`config.mk`:
```
export PLATFORM = sky130hd
export DESIGN_NAME = sprite_xor_framebuffer
export DESIGN_NICKNAME = d
export VERILOG_FILES = /design/src/rtl/sxf_pkg.sv /design/src/rtl/sprite_xor_framebuffer.sv /design/src/rtl/sxf_ctrl.sv /design/src/rtl/sxf_datapath.sv
export SDC_FILE = /design/constraint.sdc
export NUM_CORES = 2
export LEC_CHECK = 0
export BUFFER_PORTS_ARGS = -buffer_cell sky130_fd_sc_hd__buf_2
export CAP_MARGIN = 25
export CORE_MARGIN = 2
export CORE_UTILIZATION = 44
export DETAILED_ROUTE_END_ITERATION = 10
export PLACE_DENSITY = 0.69
export SLEW_MARGIN = 20
export SYNTH_ARGS = -nofsm -noshare
export SYNTH_HDL_FRONTEND = slang
export SYNTH_HIERARCHICAL = 1
export SYNTH_SLANG_ARGS = --single-unit
```
`constraint.sdc`:
```
create_clock -name clk_i -period 12.3 [get_ports clk_i]
set_clock_uncertainty 0.2 [all_clocks]
set_input_delay 1.23 -clock clk_i [delete_from_list [all_inputs] [get_ports clk_i]]
set_output_delay 1.23 -clock clk_i [all_outputs]
set_load 0.03 [all_outputs]
```
`src/rtl/sxf_pkg.sv`:
```
// Shared types and constants of the sprite XOR framebuffer.
// No dependencies; imported by the top level, sxf_ctrl and sxf_datapath.
`default_nettype none

package sxf_pkg;

  localparam int DISPLAY_WIDTH  = 64;
  localparam int DISPLAY_HEIGHT = 32;
  localparam int XW             = $clog2(DISPLAY_WIDTH);
  localparam int YW             = $clog2(DISPLAY_HEIGHT);
  localparam int SPRITE_BITS    = 8;
  localparam logic [3:0] ROW_INVALID = 4'd15;

  typedef enum logic [1:0] {
    OP_CLEAR = 2'd0,
    OP_WRITE = 2'd1,
    OP_READ  = 2'd2,
    OP_DRAW  = 2'd3
  } op_e;

  typedef enum logic [1:0] {
    ST_OK    = 2'd0,
    ST_RANGE = 2'd1,
    ST_ROW   = 2'd2
  } status_e;

  typedef enum logic [1:0] {
    S_IDLE = 2'b01,
    S_EXEC = 2'b10
  } state_e;

  typedef struct packed {
    op_e                    op;
    logic [7:0]             x_pos;
    logic [7:0]             y_pos;
    logic                   pixel_in;
    logic [SPRITE_BITS-1:0] sprite_byte;
    logic [3:0]             row_index;
    logic                   last_row;
  } item_t;

  typedef struct packed {
    logic capture;
    logic commit;
  } cmd_t;

endpackage

`default_nettype wire

```
`src/rtl/sprite_xor_framebuffer.sv`:
```
// Top level of the one-bit sprite XOR framebuffer.
// Depends on sxf_pkg, sxf_ctrl and sxf_datapath.
//
// Channel | Direction | Carries
// s_axis  | in        | operation, pixel coordinates, pixel value, sprite row
// m_axis  | out       | status, pixel read value, collision flag, sprite done
//
// Each item is handled in turn: the frame row is read from memory, then updated.
// The single-port frame memory read-modify-write sets this order.
// Clear zeroes a row valid vector, and reset does the same.
// A result waiting in the output register holds the next item in its update cycle,
// and the input stays not ready until that result is taken.
`default_nettype none

module sprite_xor_framebuffer
  import sxf_pkg::*;
(
  input  wire         clk_i,
  input  wire         rst_ni,
  input  wire         s_axis_tvalid,
  output logic        s_axis_tready,
  // [7:0] x_pos, [15:8] y_pos, [16] pixel_in, [24:17] sprite_byte, [28:25] row_index
  input  wire  [31:0] s_axis_tdata,
  // [1:0] operation
  input  wire  [1:0]  s_axis_tuser,
  input  wire         s_axis_tlast,
  output logic        m_axis_tvalid,
  input  wire         m_axis_tready,
  // [0] pixel_out, [1] collision, [7:2] zero
  output logic [7:0]  m_axis_tdata,
  // [1:0] status
  output logic [1:0]  m_axis_tuser,
  output logic        m_axis_tlast
);

  cmd_t    cmd;
  item_t   item;
  status_e status;
  logic    pixel_out, collision;

  assign item.op          = op_e'(s_axis_tuser);
  assign item.x_pos       = s_axis_tdata[7:0];
  assign item.y_pos       = s_axis_tdata[15:8];
  assign item.pixel_in    = s_axis_tdata[16];
  assign item.sprite_byte = s_axis_tdata[24:17];
  assign item.row_index   = s_axis_tdata[28:25];
  assign item.last_row    = s_axis_tlast;

  sxf_ctrl u_ctrl (
    .clk_i       (clk_i),
    .rst_ni      (rst_ni),
    .in_valid_i  (s_axis_tvalid),
    .in_ready_o  (s_axis_tready),
    .out_valid_o (m_axis_tvalid),
    .out_ready_i (m_axis_tready),
    .cmd_o       (cmd)
  );

  sxf_datapath u_datapath (
    .clk_i         (clk_i),
    .rst_ni        (rst_ni),
    .cmd_i         (cmd),
    .item_i        (item),
    .status_o      (status),
    .pixel_out_o   (pixel_out),
    .collision_o   (collision),
    .sprite_done_o (m_axis_tlast)
  );

  assign m_axis_tdata = {6'b0, collision, pixel_out};
  assign m_axis_tuser = status;

endmodule

`default_nettype wire

```
`src/rtl/sxf_ctrl.sv`:
```
// Controller of the sprite XOR framebuffer: item sequencing and output slot.
// Depends on sxf_pkg; drives the command struct of sxf_datapath.
`default_nettype none

module sxf_ctrl
  import sxf_pkg::*;
(
  input  wire  clk_i,
  input  wire  rst_ni,
  input  wire  in_valid_i,
  output logic in_ready_o,
  output logic out_valid_o,
  input  wire  out_ready_i,
  output cmd_t cmd_o
);

  state_e state_q, state_d;
  logic   out_valid_q, out_valid_d;
  logic   slot_free;

  assign in_ready_o  = (state_q == S_IDLE);
  assign out_valid_o = out_valid_q;
  assign slot_free   = !out_valid_q || out_ready_i;

  assign cmd_o.capture = in_valid_i && (state_q == S_IDLE);
  assign cmd_o.commit  = (state_q == S_EXEC) && slot_free;

  always_comb begin
    state_d = state_q;
    unique case (state_q)
      S_IDLE: begin
        if (cmd_o.capture) state_d = S_EXEC;
      end
      S_EXEC: begin
        if (cmd_o.commit) state_d = S_IDLE;
      end
      default: state_d = S_IDLE;
    endcase
  end

  always_comb begin
    out_valid_d = out_valid_q;
    priority if (cmd_o.commit) begin
      out_valid_d = 1'b1;
    end else if (out_ready_i) begin
      out_valid_d = 1'b0;
    end else begin
      out_valid_d = out_valid_q;
    end
  end

  always_ff @(posedge clk_i or negedge rst_ni) begin
    if (!rst_ni) begin
      state_q     <= S_IDLE;
      out_valid_q <= 1'b0;
    end else begin
      state_q     <= state_d;
      out_valid_q <= out_valid_d;
    end
  end

endmodule

`default_nettype wire

```
`src/rtl/sxf_datapath.sv`:
```
// Datapath of the sprite XOR framebuffer: frame memory, row update, result registers.
// Depends on sxf_pkg; sequenced by sxf_ctrl through the command struct.
`default_nettype none

module sxf_datapath
  import sxf_pkg::*;
(
  input  wire        clk_i,
  input  wire        rst_ni,
  input  cmd_t       cmd_i,
  input  item_t      item_i,
  output status_e    status_o,
  output logic       pixel_out_o,
  output logic       collision_o,
  output logic       sprite_done_o
);

  localparam int WIDE = DISPLAY_WIDTH + SPRITE_BITS;

  logic [DISPLAY_WIDTH-1:0]  mem [DISPLAY_HEIGHT];
  logic [DISPLAY_HEIGHT-1:0] row_vld_q;

  item_t                    item_q;
  logic [YW-1:0]            addr_q;
  logic [DISPLAY_WIDTH-1:0] rd_row_q;
  logic                     rd_vld_q;
  logic                     coll_q;

  status_e status_q;
  logic    pixel_q, coll_out_q, done_q;

  logic [8:0]               ty_in, ty;
  logic [YW-1:0]            raddr;
  logic [XW-1:0]            xi;
  logic [DISPLAY_WIDTH-1:0] cur_row, set_row, mask, wr_data;
  logic [WIDE-1:0]          spr_wide;
  logic [SPRITE_BITS-1:0]   spr_rev;
  logic                     coord_ok, ty_ok, hit, flag, wr_en, draw_ok;
  status_e                  status_d;

  assign ty_in = (item_i.op == OP_DRAW) ? ({1'b0, item_i.y_pos} + {5'b0, item_i.row_index})
                                        : {1'b0, item_i.y_pos};
  assign raddr = ty_in[YW-1:0];

  always_ff @(posedge clk_i) begin
    if (cmd_i.capture) begin
      item_q   <= item_i;
      addr_q   <= raddr;
      rd_row_q <= mem[raddr];
      rd_vld_q <= row_vld_q[raddr];
    end
    if (wr_en) begin
      mem[addr_q] <= wr_data;
    end
  end

  assign coord_ok = (item_q.x_pos < 8'(DISPLAY_WIDTH)) && (item_q.y_pos < 8'(DISPLAY_HEIGHT));
  assign ty       = {1'b0, item_q.y_pos} + {5'b0, item_q.row_index};
  assign ty_ok    = ty < 9'(DISPLAY_HEIGHT);
  assign xi       = item_q.x_pos[XW-1:0];
  assign cur_row  = rd_vld_q ? rd_row_q : '0;

  // The sprite's leftmost pixel is its MSB; columns past the edge shift out.
  always_comb begin
    for (int j = 0; j < SPRITE_BITS; j++) begin
      spr_rev[j] = item_q.sprite_byte[SPRITE_BITS-1-j];
    end
  end

  assign spr_wide = {{DISPLAY_WIDTH{1'b0}}, spr_rev} << xi;
  assign mask     = spr_wide[DISPLAY_WIDTH-1:0];
  assign hit      = |(cur_row & mask);
  assign flag     = ((item_q.row_index == 4'd0) ? 1'b0 : coll_q) | (ty_ok & hit);

  always_comb begin
    set_row     = cur_row;
    set_row[xi] = item_q.pixel_in;
  end

  always_comb begin
    status_d = ST_OK;
    unique case (item_q.op)
      OP_CLEAR: status_d = ST_OK;
      OP_WRITE, OP_READ: begin
        if (!coord_ok) status_d = ST_RANGE;
      end
      OP_DRAW: begin
        priority if (!coord_ok) status_d = ST_RANGE;
        else if (item_q.row_index == ROW_INVALID) status_d = ST_ROW;
        else status_d = ST_OK;
      end
      default: status_d = ST_OK;
    endcase
  end

  assign draw_ok = (item_q.op == OP_DRAW) && (status_d == ST_OK);
  assign wr_en   = cmd_i.commit &&
                   (((item_q.op == OP_WRITE) && coord_ok) || (draw_ok && ty_ok));
  assign wr_data = (item_q.op == OP_DRAW) ? (cur_row ^ mask) : set_row;

  always_ff @(posedge clk_i or negedge rst_ni) begin
    if (!rst_ni) begin
      row_vld_q <= '0;
      coll_q    <= 1'b0;
    end else if (cmd_i.commit) begin
      if (item_q.op == OP_CLEAR) begin
        row_vld_q <= '0;
      end else if (wr_en) begin
        row_vld_q[addr_q] <= 1'b1;
      end
      if (draw_ok) begin
        coll_q <= flag;
      end
    end
  end

  always_ff @(posedge clk_i) begin
    if (cmd_i.commit) begin
      status_q   <= status_d;
      pixel_q    <= (item_q.op == OP_READ) && coord_ok && cur_row[xi];
      coll_out_q <= draw_ok && flag;
      done_q     <= (item_q.op == OP_DRAW) && item_q.last_row;
    end
  end

  assign status_o      = status_q;
  assign pixel_out_o   = pixel_q;
  assign collision_o   = coll_out_q;
  assign sprite_done_o = done_q;

endmodule

`default_nettype wire

```
== Word level (Yosys, flattened, before mapping) ==
Memory sizes are Yosys's and may differ from the RTL's. A register that Yosys moved wholly into a read port is not among the register bits.
Index checks and enable logic that the tools add are counted.

* Bits of input ports: 39
* Register bits after elaboration: 79
* Bits in writable memories: 2048
* Output and inout port bits: 13
* Word-level logic and storage cells: 95
* Memories: 1

{| class="wikitable"
|+ Memory list
! name !! depth !! bits a word !! read ports !! clocked after memory_dff !! write ports !! RTL line !! source
|-
| u_datapath.mem || 32 || 64 || 1 || 1 || 1 || sxf_datapath.sv:20 || <nowiki>logic [DISPLAY_WIDTH-1:0] mem [DISPLAY_HEIGHT];</nowiki>
|}

* Reductions and logical operators: 26
* Bitwise operators: 5
* Add/sub/neg operators: 2
* Order comparisons: 8
* Equal/unequal tests: 9
* Shift operators: 1
* Muxes and demuxes: 26

{| class="wikitable"
|+ Operator list
! operator !! number
|-
| $mux 64 || 2
|-
| $and 64x64->64 || 1
|-
| $bwmux 64 || 1
|-
| $mux 32 || 2
|-
| $reduce_or 64->1 || 1
|-
| $shl 8x6->64 || 1
|-
| $xor 64x64->64 || 1
|-
| $or 32x32->32 || 1
|-
| $logic_and 1x1->1 || 13
|-
| $lt 5x6->1 const B || 2
|-
| $mux 1 || 10
|-
| $add 8x4->9 || 1
|-
| $lt 9x6->1 const B || 1
|-
| $eq 2x2->1 const B || 4
|-
| $lt 8x6->1 const B || 1
|-
| $lt 8x7->1 const B || 1
|-
| $mux 2 || 4
|-
| $lt 6x7->1 const B || 1
|-
| $bmux 1 s6 || 1
|-
| $demux 1 s6 || 1
|-
| $ge 6x1->1 const B || 1
|-
| $pmux 2 s3 || 1
|-
| $reduce_and 2->1 || 3
|-
| $add 5x4->5 || 1
|-
| other kinds (16) || 21
|}

== Logic depth before layout (Yosys ltp) ==
* Depth after elaboration: 11
* Depth in mapped cells: 14
* Gate-level depth less buffers: 12

== Modules after synthesis ==
Netlist, hierarchy kept.

{| class="wikitable"
|+ Modules (own cells, without submodules)
! module !! area each (µm²) !! cells an instance !! seq. area each (µm²) !! times used
|-
| sxf_datapath || 91486.5 || 6371 || 65537.9 || 1
|-
| sxf_ctrl || 137.6 || 12 || 76.3 || 1
|-
| sprite_xor_framebuffer || 63.8 || 9 || 0.0 || 1
|}

== Worst setup path before layout ==
OpenSTA, ideal clock, no wires.

* Path kind: input-to-reg
* From: input port m_axis_tready
* To: memory u_datapath.mem[15][0] (enable)
* Stages on the path: 7
* Setup time: 0.487 ns
* Slack: 6.497 ns
* Data required time: 11.613 ns
* Data arrival time: 5.116 ns
* Path through: nand2b_1 -> nor2b_1 -> buf_4 -> o2111ai_1 -> o21ai_0 -> nand3_1 -> nor2_1

{| class="wikitable"
|+ RTL lines
! what !! RTL line !! source
|-
| start, declared || sprite_xor_framebuffer.sv:28 || <nowiki>input wire m_axis_tready,</nowiki>
|-
| end, declared || sxf_datapath.sv:20 ||
|}

== Worst setup path in the final report ==
* From: input port s_axis_tdata[8]
* To: register u_datapath.rd_row_q[54], read port of u_datapath.mem (data pin)

* Longest elaborated chain between the ends: 2

{| class="wikitable"
|+ Ends and longest elaborated chain
! what !! RTL line !! source
|-
| start, declared || sprite_xor_framebuffer.sv:23 || <nowiki>input wire [31:0] s_axis_tdata,</nowiki>
|-
| $add 5x4->5 || sxf_datapath.sv:41 || <nowiki>assign ty_in = (item_i.op == OP_DRAW) ? ({1'b0, item_i.y_pos} + {5'b0, item_i.row_index})</nowiki>
|-
| $mux 5 * || sxf_datapath.sv:41 ||
|-
| end, declared || sxf_datapath.sv:25 || <nowiki>logic [DISPLAY_WIDTH-1:0] rd_row_q;</nowiki>
|}

Mark *: on every way between the ends. The rest lies on a longest branch, timed or not.
A chain may end at the register's enable or synchronous reset.

==> results.txt <==
Avg Inst Size Synth = 14.3 um^2
worst setup margin = 6.15 ns
Worst Setup Slack post-DPL = 5.59 ns
cell count after synthesis = 6392
Via density = 6.07
R2R Setup Slk = 6.58 ns
Fin. Hold Viols = 0
IO Count = 52
core box area = 207000 um^2
achievable frequency = 163 MHz
Post-synth EDFFs = 2155
post_cts resized = 0
fin area = 102000 um^2
max-slew violations = 0
worst path arrival time = 6.46 ns
Initial Utilization = 44.3%
fin util = 49.4%
DRT Pass-1 Iters = 8
worst r2r dst = u_datapath/mem[15][26]
Clock Latency Late Sink = 0.87 ns
Synth Area in Simple Gates = 7.66%
FF+latch area = 65600 um^2
I/O Buffers = 42
Netlist cell types = 77
Fin Setup TNS = 0 ns
Slew @ Worst Pin = 1.24 ns
Register-to-Register Path Depth = 8
DRT iter0 DRCs = 7179
worst vdd ir = 0.129 mV
FF+latch count, synth = 2191
CTS Hold Bufs = 0
largest family of logic cells by synthesized area = compound AO/OA/AOI/OAI gates
Die W = 460 um
post-synthesis mux area share = 7.34%
Filler cells = 17100
RSZ-0062 raised after global routing = false
critical path class = input pin to register
post-placement cell area = 95700 um^2
Setup Buffers After CTS = 0
Worst Path Required = 12.61 ns
Area Growth Syn to Fin = 11.7%
status = finished, final reports clean
CTS tree = done
Synthesis Warnings = 6
Worst setup SP type = input pin
layout cells sized above 1 = 10.1%
first-pass GRT wire length = 368 mm
Clk pin slew, worst setup/hold paths = 0.06 ns
WL/cell = 27.1 um
worst flop-to-flop path startpoint = u_ctrl/state_q[0]
CTS buffer count = 208
Via Count = 56800
Die ar. = 212000 um^2
part of the cycle the worst path needs = 50.0%
ANT nets after route = 0
initial antenna violation count = 10
row count = 167
Die H = 460 um
CTS root buf = clkbuf_16
final hold slack = 0.253 ns
maximum clock path buffer count = 3
GR Util All Layers = 23.5%
CP endpoint kind = register
sequential area share after synthesis = 71.6%
post-synthesis adder-cell area fraction = 1.06%
Synth async-reset ratio = 1.64%
Mapped Area = 91700 um^2
PwrDens = 161 nW/um^2
Final #Nets = 6505
multi-input combinational cell area = 23900 um^2
GPL Wtd Cong = 0.972
Synth Area in Compound Gates = 9.15%
detailed-route wire length = 253 mm
DRC violation count after routing = 0
H-tree depth = 4
Period minus WS final = 6.15 ns
largest net degree at the start of global routing = 183
max_cap viols = 0
Remaining Overflow, GRT = 0
Top FF cell, synth = edfxtp_1
dpl hpwl = 134 mm
xor and xnor fraction of the mapped netlist area = 0.0464%
Final setup viols = 0
crit path launch = s_axis_tdata[8]
Hold WC Path Type = input pin to async pin
number of global-route vias before repair = 54800
clock sink count = 2191
critical path peak fanout = 182
relative slew slack = 17.1%
P_leak = 0.0354 uW
-- area by class of cell --
type / count / share of cell area [%]
Antenna cell: 4 / 0.00978
Multi-Input combinational cell: 3510 / 23.3
Clock buffer: 257 / 5.34
Sequential cell: 2191 / 64.1
Tap cell: 2788 / 3.41
Timing Repair Buffer: 245 / 1.92
Inverter: 233 / 0.869
Clock inverter: 125 / 1.06
-- flip-flops by register name, indices dropped and copies added (netlist names), 2 cells and up --
register	flops
u_ctrl/state_q	2
u_datapath/addr_q	5
u_datapath/item_q	32
u_datapath/mem	2048
u_datapath/rd_row_q	64
u_datapath/row_vld_q	32
u_datapath/status_o	2
-- worst max path at each step --
stage	endpoint	slack, ns
4_1_cts	u_datapath/rd_row_q[38]	6.49
3_3_place_gp	u_datapath/rd_row_q[22]	5.66
2_1_floorplan	u_datapath/mem[15][0]	6.50
3_5_place_dp	u_datapath/rd_row_q[38]	5.59
5_1_grt	u_datapath/rd_row_q[2]	6.25
6_report	u_datapath/rd_row_q[54]	6.15
-- cells in the mapped netlist (all sizes together), types with 6 or more instances --
| master | n | area [um^2] |
|---|---|---|
| edfxtp | 2155 | 64700 |
| nand2 | 1053 | 3950 |
| mux2i | 636 | 6370 |
| a211oi | 483 | 3630 |
| nand3 | 289 | 1450 |
| clkbuf | 280 | 1050 |
| inv | 229 | 860 |
| buf | 183 | 996 |
| nor2 | 118 | 443 |
| a311oi | 114 | 998 |
| o21ai | 114 | 571 |
| ha | 76 | 951 |
| and2 | 72 | 450 |
| a21oi | 63 | 323 |
| o32ai | 57 | 499 |
| a2111oi | 52 | 459 |
| a32oi | 48 | 420 |
| o2bb2ai | 46 | 403 |
| o221ai | 41 | 359 |
| a31oi | 38 | 238 |
| dfrtp | 35 | 876 |
| nand4 | 27 | 169 |
| nor4 | 26 | 163 |
| o22ai | 21 | 131 |
| nor3 | 18 | 95.1 |
| mux2 | 12 | 135 |
| mux4 | 10 | 225 |
| nor2b | 9 | 56.3 |
| and3 | 8 | 50.1 |
| o2111ai | 6 | 52.6 |
-- per-layer routing --
metal	wire (um)	track usage (%)	vias up
met5	19	0	-
li1	-	-	24600
met1	99700	32.0	28700
met2	121000	38.2	2986
met4	9830	9.08	4
met3	22700	3.27	538
-- power by group --
part,internal [uW],switching (uW),leakage [uW],total (uW)
Combinational,481,1260,0.0120,1740
Clock,3380,2770,0.00321,6150
Sequential,8490,56.7,0.0202,8550
Total,12400,4090,0.0354,16400
-- cell families (layout without fill, tap and decap cells) --
kind of cell    Yosys count  in the layout
flops                  2191           2191
simple gates           1646           1646
compound gates         1119           1119
buf+inv                 696            860
mux                     658            658
fa+ha+maj                77             77
xor+xnor                  4              4
other cells               1             10
-- worst max-delay path, stage by stage --
cell	delay [ns]
buf_2	0.13
ha_1	0.24
fa_1	0.52
xor2_4	0.29
a21oi_4	0.12
inv_8	0.59
buf_12	0.52
buf_12	0.65
mux2i_1	0.18
mux2i_1	0.20
o221ai_1	0.18
a2111oi_0	0.92
-- per-stage QoR --
step | cells | total power [uW]
floorplan | 6397 | 9770
global placement | 8941 | 10300
detailed placement | 8961 | 10400
CTS | 9343 | 16500
global route | 9351 | 16900
finish | 9353 | 16400
-- layout by cell type (no fill, tap or decap), drive strengths merged, types with 52 or more instances in the layout --
master and instances:
nand3 289, buf 245, and2 72, clkinv 110
a311oi 114, a21oi 63, edfxtp 2155, clkbuf 257
o32ai 57, nor2 118, a2111oi 52, nand2 1053
ha 76, a211oi 483, o21ai 114, inv 237
mux2i 636
Power figures use the tool's default switching activity.
